### src/hw/rtl/assert_macros.svh
// Assertion helpers used by the core RTL file.
// Define NO_ASSERTIONS to compile the assertions out.
`ifndef ASSERT_MACROS_SVH
`define ASSERT_MACROS_SVH
`ifndef NO_ASSERTIONS
`define ASSERT_CLK(label, prop, msg) \
    label: assert property (@(posedge clk) disable iff (!rst_n) (prop)) else $error(msg);
`define ASSERT_NEXT(label, cond, prop, msg) \
    label: assert property (@(posedge clk) disable iff (!rst_n) (cond) |=> (prop)) else $error(msg);
`else
`define ASSERT_CLK(label, prop, msg)
`define ASSERT_NEXT(label, cond, prop, msg)
`endif
`endif

### src/hw/rtl/ssfl_pkg.sv
// ----------------------------------------------------------------------------
// ssfl_pkg
// Shared types and constants of the substring search core.
// ----------------------------------------------------------------------------
package ssfl_pkg;

    localparam int MAX_PATTERN   = 16;
    localparam int POSITION_BITS = 16;
    localparam int LEN_W         = $clog2(MAX_PATTERN + 1);
    localparam int COUNT_W       = POSITION_BITS + 1;
    localparam int CHAR_W        = 16;
    localparam int OP_W          = 2;
    localparam int POS_OUT_W     = 16;
    localparam int CFG_ADDR_W    = 3;

    localparam logic [OP_W-1:0] OP_APPEND = 2'd0;
    localparam logic [OP_W-1:0] OP_TEXT   = 2'd1;
    localparam logic [OP_W-1:0] OP_END    = 2'd2;
    localparam logic [OP_W-1:0] OP_CLEAR  = 2'd3;

    // Word index of the only register, taken from paddr[2].
    localparam logic REG_SEARCH_REVERSE = 1'b0;

    typedef struct packed {
        logic              text_en;
        logic              append_en;
        logic              clear_en;
        logic              flush_en;
        logic [CHAR_W-1:0] character;
    } cell_ctrl_t;

    typedef struct packed {
        logic                 overflow;
        logic [POS_OUT_W-1:0] position;
        logic                 found;
    } result_t;

endpackage

### src/hw/rtl/ssfl_cell.sv
// ----------------------------------------------------------------------------
// ssfl_cell
// One pattern position: stored code unit, valid bit and partial-match flag.
// ----------------------------------------------------------------------------
module ssfl_cell (
    input  logic                clk,
    input  logic                rst_n,
    input  ssfl_pkg::cell_ctrl_t ctrl,
    input  logic                prev_valid,
    input  logic                prev_flag,
    input  logic                next_valid,
    output logic                valid,
    output logic                flag,
    output logic                hit
);

    logic                        valid_reg;
    logic                        valid_next;
    logic                        flag_reg;
    logic                        flag_next;
    logic [ssfl_pkg::CHAR_W-1:0] char_reg;
    logic                        write_here;
    logic                        extend;

    // The first empty cell after the filled ones takes an appended unit.
    assign write_here = ctrl.append_en && prev_valid && !valid_reg;
    assign extend     = prev_flag && (char_reg == ctrl.character);

    always_comb
    begin
        valid_next = valid_reg;
        flag_next  = flag_reg;
        if (ctrl.clear_en)
        begin
            valid_next = 1'b0;
            flag_next  = 1'b0;
        end
        else if (ctrl.flush_en)
        begin
            flag_next = 1'b0;
        end
        else if (write_here)
        begin
            valid_next = 1'b1;
            flag_next  = 1'b0;
        end
        else if (ctrl.text_en && valid_reg)
        begin
            flag_next = extend;
        end
    end

    always_ff @(posedge clk or negedge rst_n)
    begin
        if (!rst_n)
        begin
            valid_reg <= 1'b0;
            flag_reg  <= 1'b0;
        end
        else
        begin
            valid_reg <= valid_next;
            flag_reg  <= flag_next;
        end
    end

    always_ff @(posedge clk)
    begin
        if (write_here)
        begin
            char_reg <= ctrl.character;
        end
    end

    // The last filled cell completes a whole-pattern match.
    assign hit   = ctrl.text_en && valid_reg && !next_valid && extend;
    assign valid = valid_reg;
    assign flag  = flag_reg;

endmodule

### src/hw/rtl/ssfl_out_buf.sv
// ----------------------------------------------------------------------------
// ssfl_out_buf
// Result register with a skid stage in front of the master stream side.
// ----------------------------------------------------------------------------
module ssfl_out_buf (
    input  logic              clk,
    input  logic              rst_n,
    input  logic              in_valid,
    input  ssfl_pkg::result_t in_data,
    output logic              in_ready,
    output logic              out_valid,
    input  logic              out_ready,
    output ssfl_pkg::result_t out_data
);

    logic              out_valid_reg;
    ssfl_pkg::result_t out_data_reg;
    logic              skid_valid_reg;
    ssfl_pkg::result_t skid_data_reg;
    logic              load_out;

    assign load_out = !out_valid_reg || out_ready;

    always_ff @(posedge clk or negedge rst_n)
    begin
        if (!rst_n)
        begin
            out_valid_reg  <= 1'b0;
            skid_valid_reg <= 1'b0;
        end
        else if (load_out)
        begin
            out_valid_reg  <= skid_valid_reg || in_valid;
            skid_valid_reg <= 1'b0;
        end
        else if (in_valid)
        begin
            skid_valid_reg <= 1'b1;
        end
    end

    always_ff @(posedge clk)
    begin
        if (load_out)
        begin
            out_data_reg <= skid_valid_reg ? skid_data_reg : in_data;
        end
        else if (in_valid)
        begin
            skid_data_reg <= in_data;
        end
    end

    assign in_ready  = !skid_valid_reg;
    assign out_valid = out_valid_reg;
    assign out_data  = out_data_reg;

endmodule

### src/hw/rtl/substring_search_first_or_last_core.sv
// ----------------------------------------------------------------------------
// substring_search_first_or_last_core
// Exact 16-bit code unit substring search over a streamed text.
// ----------------------------------------------------------------------------
// Input beats carry an opcode in s_tuser and a code unit in s_tdata: append a
// pattern unit, feed a text unit, end the text, or clear the pattern. Each
// pattern unit sits in one cell of a chain; on every text beat all cells
// update their partial-match flags at once, each from its left neighbor.
// An end-of-text beat gives one result beat on the master side: found flag,
// start position and overflow. search_reverse (APB, offset 0) picks the first
// or the last occurrence.
// Throughput is one input beat per cycle while s_tready is high.
// A result is registered before it appears on m_tvalid.
// When the receiver stalls, the output register holds its result and a skid
// stage takes one more; s_tready then falls until the output drains, so no
// result is lost. Non-result beats keep flowing while the skid stage is empty.
// Reset empties the pattern, clears all text state and sets forward mode;
// pattern units are kept across end-of-text beats until a clear.
// ----------------------------------------------------------------------------
module substring_search_first_or_last_core (
    input  logic        clk,
    input  logic        rst_n,
    input  logic        psel,
    input  logic        penable,
    input  logic        pwrite,
    input  logic [2:0]  paddr,
    input  logic [31:0] pwdata,
    output logic [31:0] prdata,
    output logic        pready,
    input  logic        s_tvalid,
    output logic        s_tready,
    input  logic [15:0] s_tdata,   // [15:0] character
    input  logic [1:0]  s_tuser,   // [1:0] opcode
    output logic        m_tvalid,
    input  logic        m_tready,
    output logic [23:0] m_tdata    // [0] found, [16:1] position, [17] overflow, rest 0
);

    localparam int NCELL = ssfl_pkg::MAX_PATTERN;
    localparam int PB    = ssfl_pkg::POSITION_BITS;
    localparam int CW    = ssfl_pkg::COUNT_W;
    localparam int LW    = ssfl_pkg::LEN_W;

    logic                 search_reverse_reg;
    logic [LW-1:0]        pattern_length_reg;
    logic                 pattern_dropped_reg;
    logic [CW-1:0]        text_count_reg;
    logic                 match_seen_reg;
    logic [PB-1:0]        match_position_reg;
    logic                 overflow_seen_reg;

    logic                 accept;
    logic                 cfg_write;
    ssfl_pkg::cell_ctrl_t ctrl;
    logic [NCELL-1:0]     cell_valid;
    logic [NCELL-1:0]     cell_flag;
    logic [NCELL-1:0]     cell_hit;
    logic                 in_range;
    logic                 hit_any;
    logic [PB-1:0]        start_pos;
    logic                 res_valid;
    ssfl_pkg::result_t    res;
    ssfl_pkg::result_t    out_res;
    logic                 buf_ready;

    // Configuration port.
    assign pready    = 1'b1;
    assign cfg_write = psel && penable && pwrite && pready;

    always_ff @(posedge clk or negedge rst_n)
    begin
        if (!rst_n)
        begin
            search_reverse_reg <= 1'b0;
        end
        else if (cfg_write && (paddr[2] == ssfl_pkg::REG_SEARCH_REVERSE))
        begin
            search_reverse_reg <= pwdata[0];
        end
    end

    assign prdata = (paddr[2] == ssfl_pkg::REG_SEARCH_REVERSE) ?
                    {31'b0, search_reverse_reg} : 32'b0;

    // Input decode.
    assign s_tready = buf_ready;
    assign accept   = s_tvalid && s_tready;

    always_comb
    begin
        ctrl.text_en   = accept && (s_tuser == ssfl_pkg::OP_TEXT);
        ctrl.append_en = accept && (s_tuser == ssfl_pkg::OP_APPEND);
        ctrl.clear_en  = accept && (s_tuser == ssfl_pkg::OP_CLEAR);
        ctrl.flush_en  = accept && (s_tuser == ssfl_pkg::OP_END);
        ctrl.character = s_tdata;
    end

    // Cell chain.
    genvar gi;
    generate
        for (gi = 0; gi < NCELL; gi++)
        begin : g_cell
            logic pv;
            logic pf;
            logic nv;
            if (gi == 0)
            begin : g_first
                assign pv = 1'b1;
                assign pf = 1'b1;
            end
            else
            begin : g_rest
                assign pv = cell_valid[gi-1];
                assign pf = cell_flag[gi-1];
            end
            if (gi == NCELL - 1)
            begin : g_last
                assign nv = 1'b0;
            end
            else
            begin : g_mid
                assign nv = cell_valid[gi+1];
            end
            ssfl_cell u_cell (
                .clk        (clk),
                .rst_n      (rst_n),
                .ctrl       (ctrl),
                .prev_valid (pv),
                .prev_flag  (pf),
                .next_valid (nv),
                .valid      (cell_valid[gi]),
                .flag       (cell_flag[gi]),
                .hit        (cell_hit[gi])
            );
        end
    endgenerate

    // Text bookkeeping.
    assign in_range  = !text_count_reg[CW-1];
    assign hit_any   = (|cell_hit) && in_range;
    assign start_pos = PB'(text_count_reg + CW'(1) - CW'(pattern_length_reg));

    always_ff @(posedge clk or negedge rst_n)
    begin
        if (!rst_n)
        begin
            pattern_length_reg  <= '0;
            pattern_dropped_reg <= 1'b0;
            text_count_reg      <= '0;
            match_seen_reg      <= 1'b0;
            match_position_reg  <= '0;
            overflow_seen_reg   <= 1'b0;
        end
        else
        begin
            if (ctrl.append_en)
            begin
                if (cell_valid[NCELL-1])
                begin
                    pattern_dropped_reg <= 1'b1;
                end
                else
                begin
                    pattern_length_reg <= pattern_length_reg + LW'(1);
                end
            end
            if (ctrl.clear_en)
            begin
                pattern_length_reg  <= '0;
                pattern_dropped_reg <= 1'b0;
            end
            if (ctrl.text_en)
            begin
                if (hit_any)
                begin
                    if (search_reverse_reg || !match_seen_reg)
                    begin
                        match_position_reg <= start_pos;
                    end
                    match_seen_reg <= 1'b1;
                end
                if (in_range)
                begin
                    text_count_reg <= text_count_reg + CW'(1);
                end
                else
                begin
                    overflow_seen_reg <= 1'b1;
                end
            end
            if (ctrl.flush_en)
            begin
                text_count_reg     <= '0;
                match_seen_reg     <= 1'b0;
                match_position_reg <= '0;
                overflow_seen_reg  <= 1'b0;
            end
        end
    end

    // Result of an end-of-text beat.
    always_comb
    begin
        res.overflow = overflow_seen_reg || pattern_dropped_reg;
        if (pattern_length_reg == '0)
        begin
            res.found = 1'b1;
            if (!search_reverse_reg)
            begin
                res.position = '0;
            end
            else if (in_range)
            begin
                res.position = ssfl_pkg::POS_OUT_W'(text_count_reg[PB-1:0]);
            end
            else
            begin
                res.position = ssfl_pkg::POS_OUT_W'({PB{1'b1}});
            end
        end
        else
        begin
            res.found    = match_seen_reg;
            res.position = match_seen_reg ?
                           ssfl_pkg::POS_OUT_W'(match_position_reg) : '0;
        end
    end

    assign res_valid = ctrl.flush_en;

    ssfl_out_buf u_out_buf (
        .clk       (clk),
        .rst_n     (rst_n),
        .in_valid  (res_valid),
        .in_data   (res),
        .in_ready  (buf_ready),
        .out_valid (m_tvalid),
        .out_ready (m_tready),
        .out_data  (out_res)
    );

    assign m_tdata = {6'b0, out_res.overflow, out_res.position, out_res.found};

    `include "assert_macros.svh"

    `ASSERT_CLK(a_len_matches_cells, $countones(cell_valid) == 32'(pattern_length_reg), "pattern length disagrees with filled cells")
    `ASSERT_CLK(a_cells_contiguous, cell_valid == NCELL'((({1'b0, cell_valid} << 1) | 1'b1) & {1'b0, cell_valid}), "filled cells are not contiguous")
    `ASSERT_CLK(a_single_hit, $onehot0(cell_hit), "more than one cell completed a match")
    `ASSERT_NEXT(a_end_clears_text, ctrl.flush_en, (text_count_reg == '0) && !match_seen_reg && (cell_flag == '0), "text state not cleared after end of text")
    `ASSERT_CLK(a_stall_blocks_input, !s_tready |-> (m_tvalid && !$past(m_tready) || m_tvalid), "input stalled with no pending result")

endmodule
### config.mk
export PLATFORM = sky130hd
export DESIGN_NAME = substring_search_first_or_last_core
export DESIGN_NICKNAME = d
export VERILOG_FILES = /design/src/hw/rtl/ssfl_pkg.sv /design/src/hw/rtl/ssfl_cell.sv /design/src/hw/rtl/ssfl_out_buf.sv /design/src/hw/rtl/substring_search_first_or_last_core.sv
export VERILOG_INCLUDE_DIRS = /design/src /design/src/hw/rtl
export SDC_FILE = /design/constraint.sdc
export NUM_CORES = 1
export LEC_CHECK = 0
export BUFFER_PORTS_ARGS = -buffer_cell sky130_fd_sc_hd__buf_2
export CAP_MARGIN = 25
export CORE_ASPECT_RATIO = 1.75
export CORE_MARGIN = 5
export CORE_UTILIZATION = 50
export DETAILED_ROUTE_END_ITERATION = 8
export HOLD_SLACK_MARGIN = 0.02
export PLACE_DENSITY = 0.73
export SYNTH_ARGS = -nofsm -noshare
export SYNTH_HDL_FRONTEND = slang
export SYNTH_SLANG_ARGS = --single-unit
### constraint.sdc
create_clock -name clk -period 3.1 [get_ports clk]
set_input_delay 0.775 -clock clk [delete_from_list [all_inputs] [get_ports clk]]
set_output_delay 0.775 -clock clk [all_outputs]
set_load 0.05 [all_outputs]
# After elaboration in Yosys (flattened, before gate mapping)
# Cells that the tools add are included.
# op_classes
n_bitwise,2
reduce_logical,190
addsub,3
n_mux,135
n_eq_ne,22
# op_table
cell,n
== test 16 bit,16
2-to-1 mux 1 bit,120
2-to-1 mux 16 bit,7
logical AND 1 bit,102
2-to-1 mux 17 bit,4
nonzero test 4 bit,15
nonzero test 2 bit,23
AND reduction 2 bit,22
zero test 1 bit,20
2-to-1 mux 18 bit,1
"adder 17 x 1 -> 17 bit, second input constant",1
OR reduction 16 bit,1
subtractor 16 x 5 -> 16 bit,1
2-to-1 mux 5 bit,3
"adder 5 x 1 -> 5 bit, second input constant",1
zero test 5 bit,1
"== test 2 bit, second input constant",2
logical OR 1 bit,4
"inequality test 2 bit, second input constant",2
AND reduction 3 bit,1
"== test 2 x 1 -> 1 bit, second input constant",1
zero test 2 bit,1
"inequality test 2 x 1 -> 1 bit, second input constant",1
NOT 1 bit,2
# word_totals
register_bits,367
inputBits,60
elab_cells,415

# Longest topological paths before layout
# Gate-level depths: netlist of run 1.
# depth
depth_word,11
ltp_mapped,12
ltp_nobuf,11

# Cells and area by module
# A second synthesis of run 1 with hierarchy kept.
# unflattened
hier_cells,1310
area_unflattened_um2,17101.4
# by_module_without_submodules
module,n_inst,cells_per_inst,area_per_inst_um2
ssfl_cell,16,54,782.0
substring_search_first_or_last_core,1,381,3136.8
ssfl_out_buf,1,65,1452.6

# Worst setup path after synthesis of run 1
# OpenSTA, ideal clock, no wires.
# synth_path
kind,input port to flip-flop
startpoint,input port s_tuser[0]
endpoint,register g_cell[0].u_cell.char_reg[0] (netlist name) (enable)
path_buffers,0
required_time_ns,2.665
path_stages,1
arrival_time_ns,2.527
slack_ns,0.138
setup_time_ns,0.435
cell_sequence,nor4_1
# synth_via
elab_chain_cells,3
# synth_lines
element,line,source
start: declaration,substring_search_first_or_last_core.sv:33,"input logic [1:0] s_tuser,"
zero test 2 bit,substring_search_first_or_last_core.sv:92,ctrl.append_en = accept && (s_tuser == ssfl_pkg::OP_APPEND);
logical AND 1 bit,substring_search_first_or_last_core.sv:92,
logical AND 1 bit,ssfl_cell.sv:26,assign write_here = ctrl.append_en && prev_valid && !valid_reg;
end signal: assignment,ssfl_cell.sv:71,char_reg <= ctrl.character;
end: declaration,ssfl_cell.sv:21,logic [ssfl_pkg::CHAR_W-1:0] char_reg;
# Every way passes these cells.
# A chain may end at the register's enable or synchronous reset.

# Final worst setup path of run 1
# layout_path
startpoint,register text_count_reg[0]
endpoint,register match_position_reg[12]
# layout_via
elab_chain_cells,6
# layout_lines
element,line,source
start: declaration,substring_search_first_or_last_core.sv:47,logic [CW-1:0] text_count_reg;
start signal: assignment,substring_search_first_or_last_core.sv:184,text_count_reg <= text_count_reg + CW'(1);
adder 17 x 1 -> 17 bit,-,
subtractor 16 x 5 -> 16 bit,substring_search_first_or_last_core.sv:141,assign start_pos = PB'(text_count_reg + CW'(1) - CW'(pattern_length_reg));
2-to-1 mux 16 bit,substring_search_first_or_last_core.sv:176,if (search_reverse_reg || !match_seen_reg)
2-to-1 mux 16 bit,substring_search_first_or_last_core.sv:174,if (hit_any)
2-to-1 mux 16 bit,substring_search_first_or_last_core.sv:172,if (ctrl.text_en)
2-to-1 mux 16 bit,substring_search_first_or_last_core.sv:191,if (ctrl.flush_en)
end signal: assignment,substring_search_first_or_last_core.sv:178,match_position_reg <= start_pos;
end: declaration,substring_search_first_or_last_core.sv:49,logic [PB-1:0] match_position_reg;
# Every way passes these cells. The select of a mux whose other input is x is not followed.

==> flow_summary.yaml, run 1 <==
final_layout:
  drive_gt1_share_pct: 17.5
  num_antenna_cells: 0
  final_cells: 2004
  fill_cells: 2799
  nNetsFinal: 1589
  areaGrowthSynthToFinish_pct: 14.6
  largest_reg_flops: 256
  utilization_pct: 57.6
timing:
  setup_slack_ps: 95.2
  finalHoldViolCount: 0
  timing.final.crit_period_ps: 3000
  finalSetupTns_ps: 0
  worst_slew_pin_slew_ps: 773
  slew_violations: 0
  period_share_pct: 96.9
  relSlewSlack_pct: 47.8
  fin_worst_skew_ps: 23.4
  rsz0062_at_grt: "no"
  setup_viol: 0
  fmax_mhz: 333
floorplanning:
  io_pins: 119
  die_w_um: 150
  rows: 90
  dieArea_um2: 38400
  design.core.area_um2: 34200
  die_h_um: 255
  start_util_pct: 50.3
placed_design:
  dp_slack_ps: -245
  port_buffers: 47
  place_inst: 1943
  place_congestion: 0.887
  dpl.hpwl_um: 27600
synthesis:
  syn_inst: 1368
  synth_edf_count: 292
  yosysUniqueCellTypes: 62
  synthFlopType: "edfxtp_1"
  synth_area_um2: 17200
  yosysWarningCount: 0
  syn_avg_cell_area_um2: 12.6
  ys_seq_area_share_pct: 61.9
  synth_seq_cells: 367
  synthArstFlopShare_pct: 20.4
pwr:
  peakVddDrop_mv: 0.555
  switching_power_mw: 2.90
  swShare_pct: 25.9
  pwr-share-clk_pct: 35.0
  power_frac_seq_pct: 49.9
  p_comb_share_pct: 15.1
  power_density_nw_per_um2: 568
  power_leakage_nw: 7.07
  intPower_mw: 8.31
detailed_routing:
  drc: 0
  first_pass_iters: 4
  via_per_inst: 5.40
  num_vias: 10800
  antenna_left: 0
  wire_per_inst_um: 19.2
  drt-initial-drc-count: 557
  drt_wl_total_um: 38400
critical_path:
  cp_max_fo: 4
  start_kind: "flip-flop"
  cp-end-kind: "flip-flop"
  required_ps: 3500
  path_class: "reg2reg"
  crit_arrival_ps: 3400
cts:
  cts_buffers: 34
  cts_tree: "yes"
  clock_latency_ps: 530
  clock-sinks: 367
  root_buffer: "clkbuf_16"
  cts_buffer_depth: 3
  cts.clk_slew.worst_paths_ps: 70
  h-tree-depth: 2
global_routing:
  grt_usage_pct: 20.1
  grt_pass1_vias: 11000
  grt_max_degree: 48
  antenna_found_initial: 0
  grt.overflow.total: 0
  grt_pass1_wl_um: 60100
min_path:
  hp-class: "in2async"
outcome:
  status: "finished clean"
job:
  cap_violations: 0
==> through the flow <==
| stage | area [um2] | hold WS, ps | power (mW) |
|---|---|---|---|
| after floorplan | 17300 | 455 | 6.80 |
| after global placement | 18700 | 488 | 7.31 |
| after detailed placement | 18700 | 488 | 7.35 |
| after CTS | 19700 | 283 | 11.3 |
| after global routing | 19700 | 326 | 11.6 |
| final | 19700 | 282 | 11.2 |
==> logic make-up (layout without fill, tap and decap cells) <==
| logic type | Yosys count | count (layout) | share of synthesized area (%) |
|---|---|---|---|
| other cells | 2 | 38 | 0.0436 |
| mux | 29 | 29 | 1.83 |
| fa+ha+maj | 9 | 9 | 0.698 |
| flops | 367 | 367 | 61.9 |
| compound gates | 127 | 127 | 4.23 |
| simple gates | 428 | 428 | 12.6 |
| xor+xnor | 285 | 285 | 14.5 |
| buf+inv | 121 | 261 | 4.20 |
==> synth_stat cells (all sizes together) (2+ instances only) <==
master   instances  area share [%]
o2111ai          4            0.20
a22o             3            0.15
clkbuf          34            0.74
dfrtp           75              11
a21o             2           0.087
buf             76             3.2
mux2            20             1.3
or4              7            0.33
or2              4            0.15
o21ai           54             1.6
nand2          107             2.3
o221ai           2            0.10
nor2b           14            0.51
xnor2          245              12
nor2           113             2.5
nand2b           8            0.29
nor3b            2           0.087
nand3           42             1.3
nand4           75             2.8
a32o             2            0.12
nand4b           3            0.15
ha               8            0.58
nor3            17            0.49
inv             11            0.24
conb             2           0.044
xor2            40             2.0
nand3b           2           0.087
and2             4            0.15
and3             3            0.11
a32oi            2            0.10
nor4            20            0.97
a31oi            4            0.15
a21oi           43             1.3
mux2i            9            0.52
edfxtp         292              51
o31ai            5            0.22
==> power groups by stage <==
stage	sequential, mW	clock (mW)	combinational [mW]
after floorplan	5.76	0	1.04
after global placement	5.68	0	1.62
after detailed placement	5.69	0	1.66
after CTS	5.59	4.00	1.67
after global routing	5.60	4.21	1.83
final	5.59	3.92	1.70
==> placed cells by master, fill, tap and decap left out, types with 11 or more instances in the layout <==
cell / n
nor2b_1: 14
xnor2_1: 245
clkinv_1: 11
inv_1: 11
clkbuf_16: 35
nor4_1: 15
o21ai_0: 51
nor3_1: 16
mux2_2: 19
nand4_1: 73
xor2_1: 40
edfxtp_1: 292
a21oi_1: 42
nand3_1: 40
nand2_1: 107
dfrtp_1: 75
buf_2: 46
buf_4: 134
nor2_1: 113
conb_1: 38
==> area by class of cell <==
type	instances	area, um2	area share [%]
flip-flops and latches	367	10600	54.0
multi-input cells	916	6020	30.5
clock inverters	17	106	0.539
repair buffers	190	1440	7.28
inverters	11	41.3	0.209
well taps	460	576	2.92
clock buffers	43	906	4.59
==> worst paths after layout <==
path,startpoint,endpoint,slack (ps),depth (start not counted)
worst max-delay path,text_count_reg[0],match_position_reg[12],100,10
worst min-delay path,rst_n,text_count_reg[9],280,1
worst max register to register,text_count_reg[0],match_position_reg[12],100,10
min in group clk,pwdata[0],search_reverse_reg,490,2
worst min register to register,overflow_seen_reg,overflow_seen_reg,510,1
max in group asynchronous,rst_n,text_count_reg[6],2120,2
==> worst max-delay path, cell delays in order (launching register included) <==
cell	delay, ps
dfrtp_1	430
ha_1	370
fa_1	420
a21o_1	180
a21o_1	210
a21oi_2	190
nand4_2	120
or4_1	510
and3_1	180
o2111ai_1	180
a21oi_1	80
==> timing repair <==
item                                    4_1_cts  5_1_grt
resized for setup                             1        2
endpoints found under the hold margin         0        0
hold buffers                                  0        0
pin swaps                                     0        1
endpoints found under the setup margin        1        2
buffers inserted                              0        1
==> per-layer routing <==
layer | GRT usage [%] | vias to the layer above | wire, um
met5 | 0 | - | 0
met4 | 8.45 | 0 | 1630
li1 | - | 5091 | -
met1 | 22.3 | 5311 | 13800
met2 | 37.7 | 312 | 21200
met3 | 2.68 | 99 | 1720
Note: power is estimated with default switching activity, not from simulation.
==> run 2, diff against run 1 <==
CTS_BUF_LIST = sky130_fd_sc_hd__clkbuf_8   (was unset)
==> run 2 against run 1 <==
  * Cell count up 1.6%
  * Sequential share of layout area about the same
  * Wire length up 0.14%
  * Via count up 0.80%
  * Design area about the same
  * Total power down 2.1%
  * Flip-flop and latch count unchanged
  * Non-clock buffer count unchanged
  * Largest power group unchanged
==> flow_summary.yaml, run 2 (synthesis gave the netlist of run 1 again) <==
outcome:
  status: "finished clean"
final_layout:
  areaGrowthSynthToFinish_pct: 14.6
  nNetsFinal: 1605
  mostFrequentLayoutCells: "edfxtp_1, xnor2_1, buf_4"
  fill_cells: 2838
  utilization_pct: 57.6
  final_cell_area_um2: 19700
  largest_reg_flops: 256
  drive_gt1_share_pct: 18.6
  final_common_cell: "edfxtp_1"
floorplanning:
  die_w_um: 150
  dieArea_um2: 38400
  io_pins: 119
  start_util_pct: 50.3
  design.core.area_um2: 34200
  die_h_um: 255
  rows: 90
global_routing:
  grt_pass1_wl_um: 60100
  grt_usage_pct: 20.1
  antenna_found_initial: 1
  grt_max_degree: 48
  grt.overflow.total: 0
  grt_pass1_vias: 11200
detailed_routing:
  drt_wl_total_um: 38400
  via_per_inst: 5.35
  drt-initial-drc-count: 577
  antenna_left: 0
  wire_per_inst_um: 18.9
  first_pass_iters: 5
  num_vias: 10900
  drc: 0
placed_design:
  place_congestion: 0.887
  placed_cell_area_um2: 18700
  port_buffers: 47
  dpl.hpwl_um: 27600
pwr:
  power_frac_seq_pct: 50.9
  p_comb_share_pct: 15.4
  swShare_pct: 26.7
  peakVddDrop_mv: 0.493
  intPower_mw: 8.05
  switching_power_mw: 2.93
  power_density_nw_per_um2: 557
  pwr-share-clk_pct: 33.7
  power_leakage_nw: 7.15
cts:
  root_buffer: "clkbuf_8"
  cts_tree: "yes"
  clock_latency_ps: 610
  cts_buffer_depth: 3
  cts_buffers: 50
  clock-sinks: 367
  h-tree-depth: 2
  cts.clk_slew.worst_paths_ps: 70
critical_path:
  cp-end-kind: "flip-flop"
  start_kind: "flip-flop"
  cp_max_fo: 4
  crit_arrival_ps: 3500
  crit_buf_inv: 3
  required_ps: 3640
  critPathTopFamily: "compound AO/OA/AOI/OAI gates"
  worstPathCellList: "ha_1 -> inv_1 -> fa_1 -> a21o_1 -> a21o_1 -> a21oi_2 -> nand4_2 -> buf_4 -> a211oi_2 -> buf_4 -> xnor2_1 -> nand4_1 -> a21oi_1"
  slowest_delay_ps: 470
  critPathSlowestCell: "dfrtp_1"
  path_class: "reg2reg"
min_path:
  hp-class: "in2async"
timing:
  timing.final.crit_period_ps: 2960
  fmax_mhz: 337
  rsz0062_at_grt: "no"
  fin_worst_skew_ps: 37.7
  setup_viol: 0
  worst_slew_pin_slew_ps: 801
  slew_violations: 0
  period_share_pct: 95.6
  finalSetupTns_ps: 0
  relSlewSlack_pct: 46.6
  finalHoldViolCount: 0
job:
  cap_violations: 0
run 2: changes by cell type in the layout (fill, tap and decap cells not counted), sizes merged:
cell      before  now
bufinv         1    4
clkbuf        43   52
clkinv        14   12
clkinvlp       0    1
diode          0    1
inv           13   33
run 2: power by group through the flow:
stage	clock, mW	sequential (mW)	combinational, mW
finish	3.70	5.59	1.69
global route	4.01	5.60	1.83
CTS	3.79	5.59	1.67
detailed placement	0	5.69	1.66
global placement	0	5.68	1.62
floorplan	0	5.76	1.04
run 2: area by class of cell:
| class | count | area [um2] | area share [%] |
|---|---|---|---|
| sequential | 367 | 10600 | 54.0 |
| timing repair buffer | 190 | 1440 | 7.28 |
| multi-input combinational | 916 | 6020 | 30.6 |
| tap | 460 | 576 | 2.92 |
| clock buffer | 52 | 716 | 3.63 |
| clock inverter | 39 | 278 | 1.41 |
| antenna | 1 | 2.50 | 0.0127 |
| inverter | 11 | 41.3 | 0.209 |
run 2: worst paths after layout:
check / from / cells after the start / end / slack [ps]
setup / recovery: text_count_reg[0] / 13 / match_position_reg[14] / 140
setup reg to reg: text_count_reg[0] / 13 / match_position_reg[14] / 140
hold reg to reg: overflow_seen_reg / 1 / overflow_seen_reg / 510
max in group asynchronous: rst_n / 2 / match_position_reg[6] / 2220
hold / removal: rst_n / 1 / text_count_reg[9] / 200
min in group clk: pwdata[0] / 2 / search_reverse_reg / 400
run 2: repair_timing:
item                       CTS  global route
buffers inserted             0             1
setup endpoints to repair    2             2
resized for setup            2             1
hold buffers                 0             0
pin swaps                    0             1
run 2: layer usage:
layer | track usage [%] | wire (um) | vias to the layer above
li1 | - | - | 5135
met1 | 22.1 | 14000 | 5346
met2 | 37.5 | 21000 | 302
met3 | 3.14 | 1640 | 117
met4 | 9.11 | 1870 | 0
met5 | 0 | 0 | -
run 2: stage by stage:
step | power (mW) | worst slack [ps] | instances | hold slack [ps]
2_1_floorplan | 6.80 | 138 | 1404 | 455
3_3_place_gp | 7.31 | -192 | 1941 | 488
3_5_place_dp | 7.35 | -245 | 1943 | 488
4_1_cts | 11.0 | 83.1 | 2034 | 176
5_1_grt | 11.4 | 6.91 | 2036 | 225
6_report | 11.0 | 136 | 2036 | 196
